$ cat config.mk
export PLATFORM = sky130hd
export DESIGN_NAME = rapm_cell
export DESIGN_NICKNAME = d
export VERILOG_FILES = /design/src/rapm_pkg.sv /design/src/rapm_cell.sv
export SDC_FILE = /design/constraint.sdc
export NUM_CORES = 1
export LEC_CHECK = 0
export BUFFER_PORTS_ARGS = -buffer_cell sky130_fd_sc_hd__buf_2
export CAP_MARGIN = 5
export CORE_UTILIZATION = 52
export DETAILED_ROUTE_END_ITERATION = 10
export GPL_TIMING_DRIVEN = 0
export PLACE_DENSITY = 0.84
export SETUP_SLACK_MARGIN = 0.15
export SLEW_MARGIN = 20
export SYNTH_ARGS = -nofsm -noshare
export SYNTH_HDL_FRONTEND = slang
export SYNTH_SLANG_ARGS = --single-unit
$ cat constraint.sdc
create_clock -name clk -period 4.6 [get_ports clk]
set_clock_uncertainty 0.2 [all_clocks]
set_input_delay 0.46 -clock clk [delete_from_list [all_inputs] [get_ports clk]]
set_output_delay 0.46 -clock clk [all_outputs]
set_load 0.02 [all_outputs]
$ cat src/rapm_pkg.sv
// Shared types and constants for the RGBA16 alpha premultiply converter.
package rapm_pkg;

  // Channel width and the largest channel value.
  localparam int unsigned CHAN_W = 16;
  localparam logic [CHAN_W-1:0] CHAN_MAX = '1;

  // Number of colour channels handled side by side.
  localparam int unsigned NUM_COLOURS = 3;

  // Mode register codes; the unused code behaves as pass-through.
  localparam logic [1:0] MODE_PASS    = 2'd0;
  localparam logic [1:0] MODE_UNPREMUL = 2'd1;
  localparam logic [1:0] MODE_PREMUL  = 2'd2;

  // One input pixel as it arrives.
  typedef struct packed {
    logic [CHAN_W-1:0] red;
    logic [CHAN_W-1:0] green;
    logic [CHAN_W-1:0] blue;
    logic [CHAN_W-1:0] alpha;
    logic              last;
  } pix_t;

  // Per-channel divider state. While run is set, rem holds the partial
  // remainder and val shifts dividend bits out at the top and quotient bits
  // in at the bottom. While run is clear, val already holds the result.
  typedef struct packed {
    logic              run;
    logic [CHAN_W-1:0] rem;
    logic [CHAN_W-1:0] val;
  } chan_t;

  // One pixel in flight through the cell row.
  typedef struct packed {
    chan_t [NUM_COLOURS-1:0] ch;
    logic  [CHAN_W-1:0]      alpha;
    logic                    last;
    logic                    sat;
  } item_t;

endpackage

$ cat src/rapm_cell.sv
// One divider cell: resolves one quotient bit for each colour channel.
module rapm_cell (
  input  logic            clk,
  input  logic            rst,
  input  logic            up_valid,
  output logic            up_ready,
  input  rapm_pkg::item_t up_item,
  output logic            down_valid,
  input  logic            down_ready,
  output rapm_pkg::item_t down_item
);

  logic [rapm_pkg::CHAN_W:0] trial [rapm_pkg::NUM_COLOURS];
  logic [rapm_pkg::CHAN_W:0] diff  [rapm_pkg::NUM_COLOURS];
  logic                      ge    [rapm_pkg::NUM_COLOURS];
  rapm_pkg::item_t           item_next;

  assign up_ready = !down_valid || down_ready;

  // Restoring division step: bring down the next dividend bit and
  // subtract alpha where it fits. Channels that are done pass unchanged.
  always_comb begin
    item_next = up_item;
    for (int i = 0; i < rapm_pkg::NUM_COLOURS; i++) begin
      trial[i] = {up_item.ch[i].rem, up_item.ch[i].val[rapm_pkg::CHAN_W-1]};
      diff[i]  = trial[i] - {1'b0, up_item.alpha};
      ge[i]    = trial[i] >= {1'b0, up_item.alpha};
      if (up_item.ch[i].run) begin
        item_next.ch[i].rem = ge[i] ? diff[i][rapm_pkg::CHAN_W-1:0]
                                    : trial[i][rapm_pkg::CHAN_W-1:0];
        item_next.ch[i].val = {up_item.ch[i].val[rapm_pkg::CHAN_W-2:0], ge[i]};
      end
    end
  end

  // Cell register.
  always_ff @(posedge clk) begin
    if (rst) begin
      down_valid <= 1'b0;
    end else if (up_ready) begin
      down_valid <= up_valid;
    end
  end

  always_ff @(posedge clk) begin
    if (up_ready && up_valid) begin
      down_item <= item_next;
    end
  end

endmodule

# == Yosys cells after proc, flatten, opt, wreduce, memory -nomap -nowiden ==
# Cells that the tools add are included.
# word_totals
ff_bits,118
inputBits,121
out_inout_bits,119
word_cells,28
# op_classes
addsub,3
order_cmp,3
mux,6
reduce_logical,3
# ops
operator,count
32-bit two-way mux,3
17-bit by 16-bit >= comparator with 1-bit output,3
16-bit two-way mux,3
16-bit subtractor,3
1-bit logical AND,1
1-bit zero test,1
1-bit logical OR,1

# == Depth between registers and ports, before layout ==
# logic_depth
word_depth,3
depth_mapped,11
mapped_depth_nobuf,11

# == Least setup slack after synthesis ==
# OpenSTA, ideal clock, no wires.
# synth_path
path_type,input-to-reg
start,input down_ready
end,register down_item[0] (netlist name) (enable)
setup_time_ns,0.489
arrival_ns,3.455
required_ns,3.911
path_slack_ns,0.455
cell_stages,2
n_path_buf,0
cell_sequence,nand2b_1 and2_1
# synth_between
elab_chain_cells,2
# synth_rtl
element,line,text
start: declaration,rapm_cell.sv:9,"input logic down_ready,"
1-bit logical OR,rapm_cell.sv:18,assign up_ready = !down_valid || down_ready;
1-bit logical AND,rapm_cell.sv:46,if (up_ready && up_valid) begin
end signal: assignment,rapm_cell.sv:47,down_item <= item_next;
end: declaration,rapm_cell.sv:10,output rapm_pkg::item_t down_item
# No other way between the ends.
# A chain may end at the register's enable or synchronous reset.

==> reports/results.ini <==
[run_status]
status=finished, final reports clean

[place]
gp_congestion=0.988
post-place-ws_ns=1.08
portBuffers=239
hpwlAfterDp_um=15800
placed_area_sq_mm=0.00906

[finish]
multi_input_area_sq_mm=0.00377
ff_latch_area_sq_mm=0.00353
fillers=1051
nets=1133
finalCoreUtilization_pct=69.4
area_growth_pct=28.4
final_area_sq_mm=0.00975
drive_gt1_share_pct=34.5

[setup_path]
worstSetupStartpointType=primary input
crit_type=primary input to flip-flop
critPathMaxStageDelay_ns=0.64
required_ns=4.70
cp_max_fo=5
cp_common_cell=a211oi_1
cp.arrival_ns=3.27
crit_chain=buf_2 > ha_1 > inv_1 > fa_1 > a21o_1 > a221oi_1 > a211oi_1 > nor4bb_1 > a211oi_1 > nor3_1 > a211o_1
cpMaxStageDelayCell=a221oi_1
crit_path_end_kind=flip-flop

[drt]
drt_iter0_drc=597
drc_errors=0
viasPerCell=5.87
finalWirelength_um=22100
wl_per_cell_um=19.1
postRouteAntennaNets=0
drt_pass1_iterations=5
vias=6789

[clock_tree]
clk_path_buf_depth=2
cts-root-buf=clkbuf_16
cts_tree=yes
cts.htree.levels=4
cts_sinks=118
post_cts_buffers=0
clk_pin_slew_ns=0.06
cts_resized=0
numCtsBuffers=17
insertion_delay_ns=0.42

[synth]
synth_seq_area_share_pct=46.5
synth_warnings=0
synth_simple_gate_area_share_pct=10.9
synth_xor_area_share_pct=3.69
synth-compound-area-share_pct=16.3
synth_largest_area_cell=edfxtp_1
ys_types=63
synth_nets=871
post-synth-top-count-cell=edfxtp_1
synth_edf_count=117
syn_area_sq_mm=0.00759
synth_flop_cell=edfxtp_1
netlist.area_leader.share_pct=46.3
syn_avg_cell_area_sq_um=10.9
synth_top_family_by_area=compound AO/OA/AOI/OAI gates
synthAdderAreaFrac_pct=8.70
syn_inst=699
ys_top_cells_by_area=edfxtp_1, ha_1, mux2_2, a21oi_1, mux2i_1
synth_seq_cells=118
postSynth.asyncResetShare_pct=0
muxShareOfSynthArea_pct=10.1
ys_top_cells_by_count=edfxtp_1, nor2_1, a21oi_1

[power]
power.density_mw_per_mm2=381
leakage_nw=4.20
p_total_mw=3.71
vdd_drop_max_mv=0.262

[global_route]
use_met3_pct=7.25
grt_use_met1_pct=36.3
grt_start_max_net_pins=57
grt-ovfl-total=0
first_global_vias=6316
grt_antenna_before_repair=4
top_usage_layer=met2
grt_util_met2_pct=50.1
track_usage_pct=30.0
grt_pass1_wl_um=33300

[die]
die_w_um=123
die_h_um=123
core_area_sq_mm=0.0140
die_area_sq_mm=0.0151
start_util_pct=54.1
rows=43
pin_count=240

[sta]
tightest_slew_ns=0.737
relSlewSlack_pct=50.9
fin_tns_setup_ns=0
layout_min_cycle_time_ns=3.17
rsz0062_at_grt=no
worst_slack_ns=1.43
setup_viol=0
max_freq_ghz=0.316
finalHoldViolCount=0
drv_slew=0
timing.final.crit_share_pct=68.9

[run]
maxCapViolations=0

[hold_path]
min_path_type=primary input to flip-flop

-- worst max-delay path, delay by kind of cell --
kind / cells / cell delay, ns
AOI/OAI and AO/OA: 5 / 1.33
adders and majority gates: 2 / 0.62
and+or+nand+nor: 2 / 0.60
buffers and inverters: 2 / 0.24
-- cell usage in the layout (no fill, tap or decap), types with 4 or more instances in the layout --
cell type  synthesis  routed
xnor2_1           18      18
buf_2              1     240
or2_2              4       4
mux2_2            45      45
nor2b_1            9       9
o221ai_1           9       9
inv_1             44      44
xor2_1            14      14
nor2_1            57      57
clkbuf_16          0      17
mux2i_1           26      26
bufinv_16          0       6
nand3_1           20      20
nand2b_1           5       5
nand4_1            4       4
o21a_1            12      12
a2111oi_0          5       5
clkbuf_1          16      17
nand2_1           38      38
a211oi_1           9       9
o21ai_0           30      30
a21o_1            13      13
nor3_1             9       9
edfxtp_1         117     117
a31oi_1           17      17
and3_1             7       7
or3_1              7       7
a21oi_1           54      54
ha_1              48      48
-- cell families after synthesis --
| family | after synthesis |
|---|---|
| compound gates | 186 |
| xor+xnor | 32 |
| fa+ha+maj | 51 |
| buf+inv | 69 |
| flops | 118 |
| mux | 71 |
| simple gates | 172 |
-- final timing paths --
check | endpoint | cells after the start | slack, ns | from
worst min-delay path | down_item[17]$_DFFE_PP_ | 1 | 0.02 | up_item[17]
worst min register to register | down_valid$_SDFFE_PP0N_ | 2 | 0.31 | down_valid$_SDFFE_PP0N_
worst max register to register | down_item[114]$_DFFE_PP_ | 4 | 2.71 | down_valid$_SDFFE_PP0N_
worst max-delay path | down_item[48]$_DFFE_PP_ | 11 | 1.43 | up_item[2]
-- state kept, by name, summed over array words and instances (netlist names) --
signal      count
down_item     117
down_valid      1
-- routing by layer --
metal | wire (um) | vias up
met4 | 749 | 2
met5 | 11 | -
met3 | 1580 | 62
met2 | 11000 | 359
met1 | 8710 | 3186
li1 | - | 3180
-- final cells by class --
type / instances / share of cell area, %
multi-input combinational: 512 / 38.7
sequential: 118 / 36.2
timing repair buffer: 243 / 13.0
clock buffer: 18 / 4.40
clock inverter: 14 / 2.37
tap: 180 / 2.31
inverter: 44 / 1.69
buffer: 25 / 1.24
antenna: 3 / 0.0770
-- timing repair --
action	4_1_cts	5_1_grt
setup endpoints to repair	0	0
hold buffers	2	0
hold endpoints to repair	2	0
-- metrics by stage --
stage	hold WS, ns	cells
final	0.0226	1157
after global routing	0.00451	1156
after CTS	0.00861	1154
after detailed placement	0.306	1120
after global placement	0.288	1118
after floorplan	0.329	699
-- report_power, final --
part           switching [mW]  internal, mW  total, mW
Sequential             0.0224          1.30       1.32
Clock                   0.506          1.01       1.52
Combinational           0.529         0.349      0.877
(Power assumes the default switching activity.)
