===== config.mk =====
export PLATFORM = sky130hd
export DESIGN_NAME = rapm_prep
export DESIGN_NICKNAME = d
export VERILOG_FILES = /design/src/rapm_pkg.sv /design/src/rapm_prep.sv
export SDC_FILE = /design/constraint.sdc
export NUM_CORES = 2
export LEC_CHECK = 0
export BUFFER_PORTS_ARGS = -buffer_cell sky130_fd_sc_hd__buf_2
export CAP_MARGIN = 40
export CORE_UTILIZATION = 32
export DETAILED_ROUTE_END_ITERATION = 10
export PLACE_DENSITY = 0.5
export SETUP_SLACK_MARGIN = 0.15
export SYNTH_ARGS = -nofsm -noshare
export SYNTH_HDL_FRONTEND = slang
export SYNTH_SLANG_ARGS = --single-unit

===== constraint.sdc =====
create_clock -name clk -period 9.6 [get_ports clk]
set_clock_uncertainty 0.05 [all_clocks]
set_input_delay 1.92 -clock clk [delete_from_list [all_inputs] [get_ports clk]]
set_output_delay 1.92 -clock clk [all_outputs]
set_load 0.01 [all_outputs]

===== src/rapm_pkg.sv =====
// Shared types and constants for the RGBA16 alpha premultiply converter.
package rapm_pkg;

  // Channel width and the largest channel value.
  localparam int unsigned CHAN_W = 16;
  localparam logic [CHAN_W-1:0] CHAN_MAX = '1;

  // Number of colour channels handled side by side.
  localparam int unsigned NUM_COLOURS = 3;

  // Mode register codes; the unused code behaves as pass-through.
  localparam logic [1:0] MODE_PASS    = 2'd0;
  localparam logic [1:0] MODE_UNPREMUL = 2'd1;
  localparam logic [1:0] MODE_PREMUL  = 2'd2;

  // One input pixel as it arrives.
  typedef struct packed {
    logic [CHAN_W-1:0] red;
    logic [CHAN_W-1:0] green;
    logic [CHAN_W-1:0] blue;
    logic [CHAN_W-1:0] alpha;
    logic              last;
  } pix_t;

  // Per-channel divider state. While run is set, rem holds the partial
  // remainder and val shifts dividend bits out at the top and quotient bits
  // in at the bottom. While run is clear, val already holds the result.
  typedef struct packed {
    logic              run;
    logic [CHAN_W-1:0] rem;
    logic [CHAN_W-1:0] val;
  } chan_t;

  // One pixel in flight through the cell row.
  typedef struct packed {
    chan_t [NUM_COLOURS-1:0] ch;
    logic  [CHAN_W-1:0]      alpha;
    logic                    last;
    logic                    sat;
  } item_t;

endpackage


===== src/rapm_prep.sv =====
// Entry stage: sets up premultiply, pass-through or the divider operands.
module rapm_prep (
  input  logic                 clk,
  input  logic                 rst,
  input  logic [1:0]           mode,
  input  logic                 up_valid,
  output logic                 up_ready,
  input  rapm_pkg::pix_t       up_pix,
  output logic                 down_valid,
  input  logic                 down_ready,
  output rapm_pkg::item_t      down_item
);

  logic [rapm_pkg::CHAN_W-1:0]   colour [rapm_pkg::NUM_COLOURS];
  logic [2*rapm_pkg::CHAN_W-1:0] scaled [rapm_pkg::NUM_COLOURS];
  logic [2*rapm_pkg::CHAN_W-1:0] prod   [rapm_pkg::NUM_COLOURS];
  rapm_pkg::item_t               item_next;

  assign colour[0] = up_pix.red;
  assign colour[1] = up_pix.green;
  assign colour[2] = up_pix.blue;

  // The stage takes a transfer when it is empty or its content moves on.
  assign up_ready = !down_valid || down_ready;

  // Per-channel setup: colour*65535 as a shift and subtract, colour*alpha
  // for premultiply, and the saturation test for unpremultiply.
  always_comb begin
    item_next       = '0;
    item_next.alpha = up_pix.alpha;
    item_next.last  = up_pix.last;
    for (int i = 0; i < rapm_pkg::NUM_COLOURS; i++) begin
      scaled[i] = {colour[i], {rapm_pkg::CHAN_W{1'b0}}}
                  - {{rapm_pkg::CHAN_W{1'b0}}, colour[i]};
      prod[i]   = {{rapm_pkg::CHAN_W{1'b0}}, colour[i]}
                  * {{rapm_pkg::CHAN_W{1'b0}}, up_pix.alpha};
      unique case (mode)
        rapm_pkg::MODE_UNPREMUL: begin
          if (up_pix.alpha == '0) begin
            item_next.ch[i].val = '0;
          end else if (colour[i] > up_pix.alpha) begin
            // The quotient would exceed the channel range.
            item_next.ch[i].val = rapm_pkg::CHAN_MAX;
            item_next.sat       = 1'b1;
          end else begin
            item_next.ch[i].run = 1'b1;
            item_next.ch[i].rem = scaled[i][2*rapm_pkg::CHAN_W-1:rapm_pkg::CHAN_W];
            item_next.ch[i].val = scaled[i][rapm_pkg::CHAN_W-1:0];
          end
        end
        rapm_pkg::MODE_PREMUL: begin
          item_next.ch[i].val = prod[i][2*rapm_pkg::CHAN_W-1:rapm_pkg::CHAN_W];
        end
        default: begin
          item_next.ch[i].val = colour[i];
        end
      endcase
    end
  end

  // Stage register.
  always_ff @(posedge clk) begin
    if (rst) begin
      down_valid <= 1'b0;
    end else if (up_ready) begin
      down_valid <= up_valid;
    end
  end

  always_ff @(posedge clk) begin
    if (up_ready && up_valid) begin
      down_item <= item_next;
    end
  end

endmodule


== After elaboration in Yosys (flattened, before gate mapping) ==
Cells that the tools add are included.

* Bits in registers: 118
* Input port bits: 71
* Output and inout port bits: 119
* Word-level logic and storage cells: 54

* Add/subtract/negate cells: 3
* Multipliers: 3
* Order comparisons: 3
* Equal/unequal tests: 2
* Multiplexer cells: 21
* Bitwise operators: 1
* Reductions and logical operators: 8

{| class="wikitable"
|+ Operators by type and width
! operator !! count
|-
| multiplier 16 x 16 -> 32 bit || 3
|-
| two-way mux 16 bit || 6
|-
| case mux 16 bit (2 select lines) || 3
|-
| subtractor 32 x 16 -> 32 bit || 3
|-
| two-way mux 17 bit || 3
|-
| > comparator 16 bit || 3
|-
| logical NOT 16 bit || 1
|-
| two-way mux 1 bit || 9
|-
| OR reduction 3 bit || 3
|-
| == test 2 x 1 -> 1 bit, second input constant || 1
|-
| == test 2 bit, second input constant || 1
|-
| OR reduction 2 bit || 1
|-
| logical AND 1 bit || 1
|-
| logical NOT 1 bit || 1
|-
| logical OR 1 bit || 1
|-
| NOT 1 bit || 1
|}

== Logic depth before layout (Yosys ltp) ==
* Word-level depth: 10
* Mapped depth: 24
* Mapped depth without buffers: 23

== Worst setup path before layout ==
No wires, ideal clock.

* Path type: input-to-reg
* From: input port up_pix[23] (netlist name)
* To: register down_item[99] (netlist name) (data pin)
* Setup time: 0.272 ns
* Arrival: 7.814 ns
* Required time: 9.278 ns
* Slack: 1.464 ns
* Stages: 23
* Buffers on the path: 2
* Cells stage by stage: clkbuf_1 > clkbuf_1 > nand2_1 > fa_1 > inv_1 > fa_1 > inv_1 > fa_1 > inv_1 > fa_1 > fa_1 > inv_1 > fa_1 > inv_1 > ha_1 > nand3_1 > or3_1 > a2111o_1 > o221ai_2 > a31oi_2 > o21ai_2 > nor4_1 > or4_1

{| class="wikitable"
|+ RTL lines
! element !! line !! source
|-
| from (decl) || rapm_prep.sv:8 || <nowiki>input rapm_pkg::pix_t up_pix,</nowiki>
|-
| to (signal assigned) || rapm_prep.sv:72 || <nowiki>down_item <= item_next;</nowiki>
|-
| to (decl) || rapm_prep.sv:11 || <nowiki>output rapm_pkg::item_t down_item</nowiki>
|}

==> impl_metrics.py <==
metrics = {
    "finish": {
        "fin_nets": 4747,
        "layout-drive-gt1-share_pct": 9.517,
        "fillCellCount": 10215,
        "area_growth_pct": 9.971,
        "instances_no_fill": 5002,
        "fin_util_pct": 35.56,
    },
    "yosys": {
        "yosysWarnings": 0,
        "synth_edf_count": 117,
        "synthArstFlopShare_pct": 0,
        "syn-instance-count": 3574,
        "synth_ff_type": "edfxtp_1",
        "synth_cell_types": 87,
        "ys_seq_area_share_pct": 11.09,
        "synthesis.area_um2": 31870,
        "synthesis.area_per_instance_um2": 8.918,
        "ys_seq_elements": 118,
        "synthesis.nets": 4625,
    },
    "global_route": {
        "busiest_layer": "met2",
        "antenna_found_initial": 15,
        "track_usage_pct": 23.33,
        "gr-total-overflow": 0,
        "grtUsageMet3_pct": 5.190,
        "grt_pass1_wl_mm": 174.3,
        "grt.met1_usage_pct": 32.65,
        "use_met2_pct": 36.14,
        "first_global_vias": 26734,
        "grt_max_degree": 64,
    },
    "pwr": {
        "ir_drop_mv": 0.2588,
        "power_density_nw_per_um2": 321.2,
        "p_leak_nw": 17.47,
    },
    "cts": {
        "post_cts_buffers": 0,
        "htreeDepth": 4,
        "cts_resized": 0,
        "cts_hold_buf": 0,
        "cts-root-buf": "clkbuf_16",
        "clock_latency_ps": 490,
        "cts_num_sinks": 118,
        "clk_pin_slew_ps": 70,
        "clock_path_buffers": 2,
        "cts_tree": "done",
        "cts_buffers": 17,
    },
    "worst_setup_path": {
        "worstPathMaxFanout": 28,
        "start_kind": "input pin",
        "cp_data_arrival_time_ps": 8660,
        "critPathKind": "in2reg",
        "crit_path_end_kind": "register",
        "required_ps": 9920,
        "reg2reg_depth": 3,
    },
    "detailed_routing": {
        "drt_iter0_markers": 1738,
        "vias_per_cell": 5.109,
        "vias": 25553,
        "ant_nets": 0,
        "drt-pass1-iter-count": 7,
        "remaining_drc_errors": 0,
        "drt_wl_total_mm": 115.5,
        "wl_per_cell_um": 23.08,
    },
    "die": {
        "io_pins": 190,
        "start_util_pct": 32.34,
        "num_rows": 115,
        "die-width_um": 317.6,
        "die_y_um": 317.6,
        "die_area_um2": 100900,
        "core_region_area_um2": 98560,
    },
    "hold_path": {
        "worstHoldPathCells": 2,
        "hold_class": "reg2reg",
    },
    "placement": {
        "pre_cts_ws_ps": 816.1,
        "place_congestion": 0.9021,
        "port_buffers": 189,
        "hpwl_mm": 89.43,
        "dp.cells": 4964,
    },
    "sta": {
        "clock.fmax_mhz": 119.8,
        "tightest_slew_ps": 893.4,
        "setup_viol": 0,
        "period_needed_ps": 8349,
        "finalWorstSetupSlack_ps": 1252,
        "rsz0062_at_grt": "no",
        "tns_ps": 0,
        "slew_violations": 0,
        "post-route-period-util_pct": 86.96,
        "relSlewSlack_pct": 40.44,
        "hold_violations": 0,
    },
    "job": {
        "maxCapViolCount": 0,
    },
    "outcome": {
        "outcome": "complete, no violations",
    },
}
==> metal layers <==
layer,part of all wire [%],vias to the layer above
li1,-,11368
met4,2.5,14
met5,0.084,-
met1,45,13029
met2,44,981
met3,8.3,161
==> sequential cells by signal, indices dropped and copies added (netlist names) <==
name and cells:
down_valid 1, down_item 117
==> kinds of logic (layout without fill, tap and decap cells) <==
logic type | count (synthesis) | count (layout) | synth area share [%]
buf+inv | 948 | 1083 | 11.39
xor+xnor | 59 | 59 | 1.621
fa+ha+maj | 980 | 980 | 52.11
flops | 118 | 118 | 11.09
other cells | 0 | 6 | 0
mux | 6 | 6 | 0.2002
simple gates | 1056 | 1056 | 15.48
compound gates | 407 | 407 | 8.111
==> layout by cell type (no fill, tap or decap), types with 7 or more instances in the layout <==
cell | synthesis | routed
ha_1 | 401 | 400
buf_2 | 7 | 189
a31oi_1 | 25 | 24
fa_1 | 579 | 579
xnor2_1 | 38 | 38
xor2_1 | 21 | 21
o22ai_1 | 17 | 17
nand2b_1 | 18 | 18
nand4_1 | 22 | 22
clkinv_1 | 9 | 10
o21bai_1 | 12 | 12
a21o_1 | 39 | 39
inv_1 | 751 | 751
a211oi_1 | 10 | 10
o21a_1 | 14 | 14
nor2_1 | 224 | 224
or4_1 | 7 | 7
edfxtp_1 | 117 | 117
o211ai_1 | 10 | 10
buf_4 | 2 | 97
or3_1 | 25 | 25
and2_1 | 186 | 185
clkbuf_16 | 0 | 17
o31ai_1 | 7 | 7
nand2_1 | 460 | 460
and3_1 | 9 | 9
nor2b_1 | 8 | 8
a21oi_1 | 130 | 129
o21ai_0 | 78 | 78
nor3_1 | 38 | 38
nor4_1 | 11 | 11
nand3_1 | 15 | 15
==> metrics by stage <==
stage          power (mW)  cell area [um2]  hold WS, ps
2_1_floorplan       7.794            31870        543.0
3_3_place_gp        10.54            34420        453.4
3_5_place_dp        10.49            34480        469.2
4_1_cts             11.29            35030        477.7
5_1_grt             12.60            35040        518.9
6_report            11.26            35050        470.8
==> where the power goes <==
part / internal [mW] / switching, mW
combinational: 3.98 / 5.88
clock: 0.355 / 0.311
sequential: 0.697 / 0.0336
total: 5.03 / 6.23
==> worst max-delay path, cell delays in order <==
cell,delay [ps]
buf_2,660
ha_1,270
inv_1,60
fa_1,470
fa_1,510
inv_1,50
fa_1,550
fa_1,440
fa_1,490
inv_1,50
fa_1,470
inv_1,40
ha_1,360
nand3_1,120
or3_1,330
a2111o_1,370
o221ai_2,260
a31oi_2,210
o21bai_1,240
xor2_1,500
a22o_1,250
==> cell usage after synthesis (38+ instances only) <==
cell / n / area (um2)
xnor2_1: 38 / 332.8
a21o_1: 39 / 292.8
o21ai_0: 78 / 390.4
and2_1: 186 / 1164
edfxtp_1: 117 / 3513
ha_1: 401 / 5017
clkbuf_1: 158 / 593.1
nor3_1: 38 / 190.2
a21oi_1: 130 / 650.6
fa_1: 579 / 11590
nor2_1: 224 / 840.8
inv_1: 751 / 2819
nand2_1: 460 / 1727
==> cell type report <==
type	count	area, um2	area share, %
clock buffers	17	425.4	1.214
diodes	6	15.01	0.04284
inverters	761	2856	8.150
clock inverters	15	131.4	0.3748
repair buffers	290	1744	4.976
flip-flops and latches	118	3533	10.08
multi-input cells	2508	24730	70.57
well taps	1287	1610	4.594
==> final timing paths <==
kind,startpoint,end,slack (ps)
max reg2reg,down_valid,down_item[90],7470
min,down_valid,down_valid,470
max,up_pix[10],down_item[95],1250
min reg2reg,down_valid,down_valid,470
Note: power is estimated with default switching activity, not from simulation.
